### src/design/sukt_pkg.sv
// Package for the sorted unique key table.
// Holds the item types, the controller state type and the command group.
// It depends on nothing else.
`default_nettype none

package sukt_pkg;

    // Number of entries when the top level is not told otherwise.
    localparam int CAPACITY_DEF = 16;

    // Width of the entry count carried in a result item.
    localparam int ENTRY_W = 5;

    // Operation codes.
    localparam logic OP_INSERT = 1'b0;
    localparam logic OP_DELETE = 1'b1;

    typedef struct packed {
        logic               op;
        logic signed [31:0] key_value;
        logic signed [31:0] point_value;
    } in_item_t;

    typedef struct packed {
        logic               ok;
        logic [ENTRY_W-1:0] entry_count;
    } out_item_t;

    typedef enum logic [1:0] {
        S_IDLE,
        S_CMP,
        S_UPD
    } ctl_state_t;

    // Commands from the controller to the datapath.
    typedef struct packed {
        logic capture;
        logic compare;
        logic update;
    } ctl_cmd_t;

endpackage

`default_nettype wire

### src/design/sukt_ctrl.sv
// Controller for the sorted unique key table.
// Sequences capture, compare and update of one item and owns the result valid.
// Depends on sukt_pkg.
`default_nettype none

module sukt_ctrl
    import sukt_pkg::*;
(
    input  wire logic     clk,
    input  wire logic     rst_n,
    input  wire logic     cmd_valid,
    output logic          cmd_stall,
    output logic          rsp_valid,
    input  wire logic     rsp_stall,
    output ctl_cmd_t      ctl
);

    ctl_state_t state_reg;
    ctl_state_t state_next;
    logic       rsp_valid_reg;
    logic       rsp_valid_next;
    logic       out_blocked;

    // The result register is busy while a result waits on a stalled receiver.
    assign out_blocked = rsp_valid_reg && rsp_stall;

    always_comb
    begin
        state_next = state_reg;
        case (state_reg)
            S_IDLE:
            begin
                if (cmd_valid)
                begin
                    state_next = S_CMP;
                end
            end
            S_CMP:
            begin
                state_next = S_UPD;
            end
            S_UPD:
            begin
                if (!out_blocked)
                begin
                    state_next = S_IDLE;
                end
            end
            default:
            begin
                state_next = S_IDLE;
            end
        endcase
    end

    always_comb
    begin
        cmd_stall   = 1'b1;
        ctl.capture = 1'b0;
        ctl.compare = 1'b0;
        ctl.update  = 1'b0;
        case (state_reg)
            S_IDLE:
            begin
                cmd_stall   = 1'b0;
                ctl.capture = cmd_valid;
            end
            S_CMP:
            begin
                ctl.compare = 1'b1;
            end
            S_UPD:
            begin
                ctl.update = !out_blocked;
            end
            default:
            begin
                cmd_stall = 1'b1;
            end
        endcase
    end

    always_comb
    begin
        if (ctl.update)
        begin
            rsp_valid_next = 1'b1;
        end
        else if (rsp_stall)
        begin
            rsp_valid_next = rsp_valid_reg;
        end
        else
        begin
            rsp_valid_next = 1'b0;
        end
    end

    always_ff @(posedge clk or negedge rst_n)
    begin
        if (!rst_n)
        begin
            state_reg     <= S_IDLE;
            rsp_valid_reg <= 1'b0;
        end
        else
        begin
            state_reg     <= state_next;
            rsp_valid_reg <= rsp_valid_next;
        end
    end

    assign rsp_valid = rsp_valid_reg;

endmodule

`default_nettype wire

### src/design/sukt_dpath.sv
// Datapath for the sorted unique key table.
// A row of entry cells that compare against the item key and shift in parallel.
// Depends on sukt_pkg.
`default_nettype none

module sukt_dpath
    import sukt_pkg::*;
#(
    parameter int CAPACITY = CAPACITY_DEF
)
(
    input  wire logic     clk,
    input  wire logic     rst_n,
    input  wire in_item_t cmd,
    input  wire ctl_cmd_t ctl,
    output out_item_t     rsp
);

    localparam int CNT_W = $clog2(CAPACITY + 1);

    // Entry cells; only entries below the fill count hold meaning.
    logic signed [31:0] key_cell_reg   [CAPACITY];
    logic signed [31:0] point_cell_reg [CAPACITY];
    logic signed [31:0] key_cell_next  [CAPACITY];
    logic signed [31:0] point_cell_next[CAPACITY];

    logic [CNT_W-1:0]   fill_reg;
    logic [CNT_W-1:0]   fill_next;

    // Captured item.
    logic               op_reg;
    logic signed [31:0] key_in_reg;
    logic signed [31:0] point_in_reg;

    // Per cell compare flags: valid entry below the key, valid entry equal to it.
    logic [CAPACITY-1:0] lt_reg;
    logic [CAPACITY-1:0] eq_reg;
    logic [CAPACITY-1:0] lt_now;
    logic [CAPACITY-1:0] eq_now;

    logic               found;
    logic               full;
    logic               ok;
    out_item_t          rsp_reg;

    always_comb
    begin
        for (int i = 0; i < CAPACITY; i++)
        begin
            lt_now[i] = (CNT_W'(i) < fill_reg) && (key_cell_reg[i] < key_in_reg);
            eq_now[i] = (CNT_W'(i) < fill_reg) && (key_cell_reg[i] == key_in_reg);
        end
    end

    assign found = |eq_reg;
    assign full  = (fill_reg == CNT_W'(CAPACITY));
    assign ok    = (op_reg == OP_INSERT) ? (!full && !found) : found;

    always_comb
    begin
        fill_next = fill_reg;
        for (int i = 0; i < CAPACITY; i++)
        begin
            key_cell_next[i]   = key_cell_reg[i];
            point_cell_next[i] = point_cell_reg[i];
        end
        if (ctl.update && ok)
        begin
            if (op_reg == OP_INSERT)
            begin
                fill_next = fill_reg + CNT_W'(1);
                for (int i = 0; i < CAPACITY; i++)
                begin
                    if (!lt_reg[i])
                    begin
                        if (i == 0)
                        begin
                            key_cell_next[i]   = key_in_reg;
                            point_cell_next[i] = point_in_reg;
                        end
                        else if (lt_reg[(i == 0) ? 0 : i - 1])
                        begin
                            key_cell_next[i]   = key_in_reg;
                            point_cell_next[i] = point_in_reg;
                        end
                        else
                        begin
                            key_cell_next[i]   = key_cell_reg[(i == 0) ? 0 : i - 1];
                            point_cell_next[i] = point_cell_reg[(i == 0) ? 0 : i - 1];
                        end
                    end
                end
            end
            else
            begin
                fill_next = fill_reg - CNT_W'(1);
                for (int i = 0; i < CAPACITY - 1; i++)
                begin
                    if (!lt_reg[i])
                    begin
                        key_cell_next[i]   = key_cell_reg[i + 1];
                        point_cell_next[i] = point_cell_reg[i + 1];
                    end
                end
            end
        end
    end

    always_ff @(posedge clk or negedge rst_n)
    begin
        if (!rst_n)
        begin
            fill_reg <= '0;
        end
        else
        begin
            fill_reg <= fill_next;
        end
    end

    always_ff @(posedge clk)
    begin
        for (int i = 0; i < CAPACITY; i++)
        begin
            key_cell_reg[i]   <= key_cell_next[i];
            point_cell_reg[i] <= point_cell_next[i];
        end
        if (ctl.capture)
        begin
            op_reg       <= cmd.op;
            key_in_reg   <= cmd.key_value;
            point_in_reg <= cmd.point_value;
        end
        if (ctl.compare)
        begin
            lt_reg <= lt_now;
            eq_reg <= eq_now;
        end
        if (ctl.update)
        begin
            rsp_reg.ok          <= ok;
            rsp_reg.entry_count <= ENTRY_W'(fill_next);
        end
    end

    assign rsp = rsp_reg;

endmodule

`default_nettype wire

### src/design/sorted_unique_key_table.sv
// Top level of the sorted unique key table.
// Joins the controller and the datapath; depends on sukt_pkg, sukt_ctrl and sukt_dpath.
//
// This block holds up to CAPACITY points in ascending order of their signed
// Q16.16 key, never two with the same key. An insert item places its point
// in key order and is refused (ok low) when the key is already held or the
// table is full; a delete item removes the point with its key, wherever it
// sits, and is refused when the key is absent. Every item yields exactly one
// result item with ok and the number of points held afterward. Each entry is
// a cell with its own comparator, so all cells work at once: the item is
// taken in the idle state, all cells compare in the next cycle, and all
// cells shift in the update state that follows, loading the result register.
// A new item is taken only once the last one has passed its update step; a
// stalled result delays the update step until the result register is free.
// The table is empty after reset with no clearing pass. The entry count in a
// result is the fill level truncated to five bits.
`default_nettype none

module sorted_unique_key_table
    import sukt_pkg::*;
#(
    parameter int CAPACITY = CAPACITY_DEF
)
(
    input  wire logic     clk,
    input  wire logic     rst_n,
    input  wire logic     cmd_valid,
    output logic          cmd_stall,
    input  wire in_item_t cmd,
    output logic          rsp_valid,
    input  wire logic     rsp_stall,
    output out_item_t     rsp
);

    ctl_cmd_t ctl;

    sukt_ctrl u_ctrl (
        .clk       (clk),
        .rst_n     (rst_n),
        .cmd_valid (cmd_valid),
        .cmd_stall (cmd_stall),
        .rsp_valid (rsp_valid),
        .rsp_stall (rsp_stall),
        .ctl       (ctl)
    );

    sukt_dpath #(
        .CAPACITY (CAPACITY)
    ) u_dpath (
        .clk   (clk),
        .rst_n (rst_n),
        .cmd   (cmd),
        .ctl   (ctl),
        .rsp   (rsp)
    );

endmodule

`default_nettype wire

### config.mk
export PLATFORM = sky130hd
export DESIGN_NAME = sorted_unique_key_table
export DESIGN_NICKNAME = d
export VERILOG_FILES = /design/src/design/sukt_pkg.sv /design/src/design/sukt_ctrl.sv /design/src/design/sukt_dpath.sv /design/src/design/sorted_unique_key_table.sv
export SDC_FILE = /design/constraint.sdc
export NUM_CORES = 2
export LEC_CHECK = 0
export BUFFER_PORTS_ARGS = -buffer_cell sky130_fd_sc_hd__buf_4
export CORE_MARGIN = 4
export CORE_UTILIZATION = 51
export DETAILED_ROUTE_END_ITERATION = 10
export PLACE_DENSITY = 0.74
export SETUP_SLACK_MARGIN = 0.02
export SLEW_MARGIN = 40
export SYNTH_ARGS = -nofsm -noshare
export SYNTH_HDL_FRONTEND = slang
export SYNTH_SLANG_ARGS = --single-unit
### constraint.sdc
create_clock -name clk -period 4.95 [get_ports clk]
set_input_delay 1.2375 -clock clk [delete_from_list [all_inputs] [get_ports clk]]
set_output_delay 1.2375 -clock clk [all_outputs]
set_load 0.01 [all_outputs]
After elaboration in Yosys (flattened, before gate mapping). Memories as Yosys holds them, arrays and structs flattened. Index checks and enable logic that the tools add are counted.

Flip-flop bits (word level): 79. Memory bits (writable): 512. Input port bits: 69. Output and inout port bits: 8. Word-level logic and storage cells: 168. Memories kept: 1.

Memories: u_dpath.key_cell_reg (depth 16, width 32, rd ports 16, clocked after memory_dff 0, write ports 16, RTL line sukt_dpath.sv:22) `logic signed [31:0] key_cell_reg [CAPACITY];`.

Add/subtract/negate cells: 2. Magnitude comparators: 32. Equality and inequality tests: 22. Mux-type cells: 61. Reductions and logical operators: 41.

Operators with widths (count): $mux W32 (47); $eq A32 B32 Y1 (16); $lt A32 B32 Y1 (16); $mux W512 (1); $mux W480 (1); $lt A4 B5 Y1 const A (8); $logic_and A1 B1 Y1 (35); $lt A3 B5 Y1 const A (4); $reduce_or A16 Y1 (1); $lt A1 B5 Y1 const A (2); $lt A2 B5 Y1 const A (2); $mux W5 (2); $mux W1 (7); $pmux W2 S3 (1); $add A5 B1 Y5 const B (1); $eq A5 B5 Y1 const B (1); $sub A5 B1 Y5 const B (1); $mux W2 (2); $ne A2 B2 Y1 const B (2); $logic_not A1 Y1 (3); $eq A2 B1 Y1 const B (1); $eq A2 B2 Y1 const B (1); $logic_not A2 Y1 (1); $ne A2 B1 Y1 const B (1); $reduce_and A2 Y1 (1).

Depth between registers and ports, before layout.
Word-level depth: 6. Gate-level depth with buffers: 9.

Cells and area by module. A second synthesis with hierarchy kept.

Cell total of the unflattened synthesis: 3694. Area, all modules: 39369.0 sq um.

By module, submodules not included: sukt_dpath (times used 1, cells each 3679, area each 39228.9 sq um, sequential area each 17631.9 sq um); sukt_ctrl (times used 1, cells each 15, area each 140.1 sq um, sequential area each 75.1 sq um).

Worst setup path after synthesis. Ideal clock, no wire load.

Kind: input to register. Start point: input rsp_stall. End point: memory u_dpath.key_cell_reg[15][4] (netlist: u_dpath.key_cell_reg[3][100]), enable pin. Arrival time: 4.228 ns. Required time: 4.489 ns. Path slack: 0.261 ns. Cell stages on the path: 4. Buffers on the path: 1. Cells stage by stage: a21oi_1 > nand2b_1 > buf_4 > nor3_1.

RTL lines: from (decl) (RTL line sorted_unique_key_table.sv:31) `input wire logic rsp_stall,`; to (decl) (RTL line sukt_dpath.sv:22).

Final worst setup path.
Start point: register u_dpath.key_in_reg[14]. End point: register u_dpath.lt_reg[12], data pin.

Word-level cells in the longest chain between the ends: 2.

Ends and longest elaborated chain: from (decl) (RTL line sukt_dpath.sv:32) `logic signed [31:0] key_in_reg;`; from (signal assigned) (RTL line sukt_dpath.sv:131) `key_in_reg <= cmd.key_value;`; $lt A32 B32 Y1 (RTL line sukt_dpath.sv:50) `lt_now[i] = (CNT_W'(i) < fill_reg) && (key_cell_reg[i] < key_in_reg);`; $logic_and A1 B1 Y1 (RTL line sukt_dpath.sv:50); via u_dpath.lt_now[12] (RTL line sukt_dpath.sv:38) `logic [CAPACITY-1:0] lt_now;`; to (signal assigned) (RTL line sukt_dpath.sv:136) `lt_reg <= lt_now;`; to (decl) (RTL line sukt_dpath.sv:36) `logic [CAPACITY-1:0] lt_reg;`.

The timed path passes the listed nets, and every way through them passes these cells. A chain may end at the register's enable or synchronous reset.

==> results.json <==
{
  "drt_first_pass_iters": 6,
  "drtAntennaViolNets": 0,
  "dieArea_sq_mm": 0.0818,
  "vias": 29500,
  "place.gp.congestion": 0.851,
  "routed_wl_mm": 101,
  "grt_pass1_vias": 29100,
  "nNetsFinal": 4262,
  "peakVddDrop_mv": 0.215,
  "cts_tree": "yes",
  "rsz0062_at_grt": "no",
  "die_h_um": 286,
  "path_buf_inv": 1,
  "core_sq_mm": 0.0763,
  "antenna_found_initial": 3,
  "maxCapViolCount": 0,
  "syn2layout_area_growth_pct": 9.63,
  "fin_crit_ns": 3.81,
  "maxSlewViolCount": 0,
  "avgRoutedWirePerCell_um": 21.2,
  "slowest_delay_ns": 0.77,
  "initial_core_util_pct": 51.7,
  "tightest_slew_ns": 0.941,
  "cts_resized": 0,
  "dp_slack_ns": 1.23,
  "cts_max_path_buffers": 3,
  "outcome": "finished, final reports clean",
  "critPathRequiredTime_ns": 5.30,
  "power_density_mw_per_mm2": 368,
  "finalSetupTns_ns": 0,
  "synth_seq_cells": 591,
  "fin_ws_ns": 1.14,
  "clockRootBuffer": "clkbuf_16",
  "grt_max_degree": 257,
  "ys_seq_area_share_pct": 44.9,
  "arrival_ns": 4.16,
  "final_area_sq_mm": 0.0432,
  "grt_pass1_wl_mm": 159,
  "hold_violations": 0,
  "utilization_pct": 56.6,
  "grt_overflow": 0,
  "timing.final.crit_share_pct": 76.9,
  "fillers": 6515,
  "numPortBuffers": 44,
  "first_iter_violations": 2656,
  "avgViaCountPerCell": 6.19,
  "slew_headroom_pct": 36.7,
  "num_io_pins": 77,
  "crit_fanout": 17,
  "clock_skew_ns": 0.0214,
  "htree_levels": 3,
  "rows": 101,
  "ys.flop_type": "edfxtp_1",
  "min-delay-path-class": "in2async",
  "startpoint_type": "flop",
  "drive_gt1_share_pct": 7.59,
  "worstSkewPairLatency_ns": 0.61,
  "crit_slowest_cell": "edfxtp_1",
  "ys_async_sr_fraction_pct": 1.35,
  "route.detailed.drc": 0,
  "crit_chain": "inv_1 -> ha_1 -> nand4_1 -> nor4_1 -> a21boi_1 -> o41ai_1 -> o211ai_1 -> mux2_1",
  "power_leakage_nw": 17.7,
  "clock-sinks": 591,
  "critPathTopFamily": "simple AND/OR/NAND/NOR gates",
  "setup_viol": 0,
  "timing.hold.ws_ns": 0.494,
  "die_w_um": 286,
  "endpoint_kind": "flop",
  "max_freq_mhz": 263,
  "final_cell_mix": "605 x nand2_1, 583 x edfxtp_1, 541 x o21ai_0",
  "largest_reg_flops": 512,
  "dpl.hpwl_mm": 74.0,
  "grtUsageTotal_pct": 24.0,
  "critPathKind": "reg2reg",
  "synth_area_sq_mm": 0.0394,
  "synth_edf_count": 583,
  "syn_inst": 3696,
  "hold_buffers": 0,
  "synth_cell_types": 61,
  "syn_nets": 4280,
  "avgSynthCellArea_sq_um": 10.7,
  "path_clk_slew_ns": 0.06,
  "cts_made_buffers": 66,
  "layout_commonest_cell": "nand2_1",
  "dpl_cell_area_sq_mm": 0.0411,
  "synth_warnings": 0,
  "cts_setup_buffers": 0
}
[area by class of cell]
| cell class | instances | area (sq um) | share of cell area (%) |
|---|---|---|---|
| Antenna cell | 1 | 2.50 | 0.00579 |
| Clock buffer | 87 | 1820 | 4.22 |
| Clock inverter | 32 | 235 | 0.544 |
| Inverter | 66 | 248 | 0.573 |
| Multi-Input combinational cell | 2833 | 20800 | 48.0 |
| Sequential cell | 591 | 17700 | 41.0 |
| Tap cell | 1030 | 1290 | 2.98 |
| Timing Repair Buffer | 120 | 1160 | 2.68 |
[metal layers]
metal	global-route usage, %	routed length [um]
met1	34.1	45300
met2	38.8	47100
met3	3.93	6520
met4	5.70	2070
met5	0	0
[cells by family after synthesis]
group,share of synthesized area [%]
AO/OA/AOI/OAI,12.5
XOR/XNOR,0.111
adder cells (fa/ha/maj),16.3
buffers and inverters,2.81
flip-flops,44.9
multiplexers,12.6
AND/OR/NAND/NOR,10.6
[cell usage after synthesis (4+ instances only)]
master	instances	area share, %
a21boi_1	10	0.19
a21o_1	42	0.80
a21oi_1	194	2.5
a221o_1	6	0.15
a221oi_1	24	0.53
a22o_1	5	0.11
and3_1	4	0.063
and4_1	36	0.80
buf_1	34	0.32
buf_2	49	0.62
clkbuf_1	119	1.1
dfrtp_1	8	0.51
edfxtp_1	583	44
ha_1	515	16
inv_1	66	0.63
mux2_2	33	0.94
mux2i_1	456	12
nand2_1	605	5.8
nand2b_1	5	0.079
nand3_1	39	0.50
nand4_1	73	1.2
nor2_1	64	0.61
nor2b_1	31	0.49
nor3_1	18	0.23
nor4_1	25	0.40
nor4b_1	4	0.089
o211ai_1	20	0.38
o21a_1	9	0.17
o21ai_0	541	6.9
o21bai_1	6	0.11
o31a_1	4	0.089
o41ai_1	6	0.13
or2_2	7	0.11
or3_1	8	0.13
xor2_1	4	0.089
[per-stage QoR]
step           total power (W)  cells
2_1_floorplan          0.00972   3696
3_3_place_gp            0.0108   4615
3_5_place_dp            0.0110   4638
4_1_cts                 0.0159   4757
5_1_grt                 0.0167   4759
6_report                0.0159   4760
[final timing paths]
check	startpoint	endpoint	slack (ns)	depth (start not counted)
hold / removal	rst_n	u_dpath.fill_reg[4]$_DFF_PN0_	0.49	1
setup reg to reg	u_dpath.key_in_reg[14]$_DFFE_PP_	u_dpath.lt_reg[12]$_DFFE_PN_	1.14	8
max in group asynchronous	rst_n	u_ctrl.state_reg[0]$_DFFE_PN0P_	4.24	1
hold reg to reg	u_ctrl.rsp_valid$_DFFE_PN0P_	u_ctrl.rsp_valid$_DFFE_PN0P_	0.54	2
setup / recovery	u_dpath.key_in_reg[14]$_DFFE_PP_	u_dpath.lt_reg[12]$_DFFE_PN_	1.14	8
min in group clk	u_ctrl.rsp_valid$_DFFE_PN0P_	u_ctrl.rsp_valid$_DFFE_PN0P_	0.54	2
[where the power goes]
part	internal, W	leakage, nW	switching (W)
Combinational	0.00173	11.3	0.00255
Clock	0.00276	1.02	0.00211
Sequential	0.00618	5.41	0.000578
Note: power is estimated with default switching activity, not from simulation.
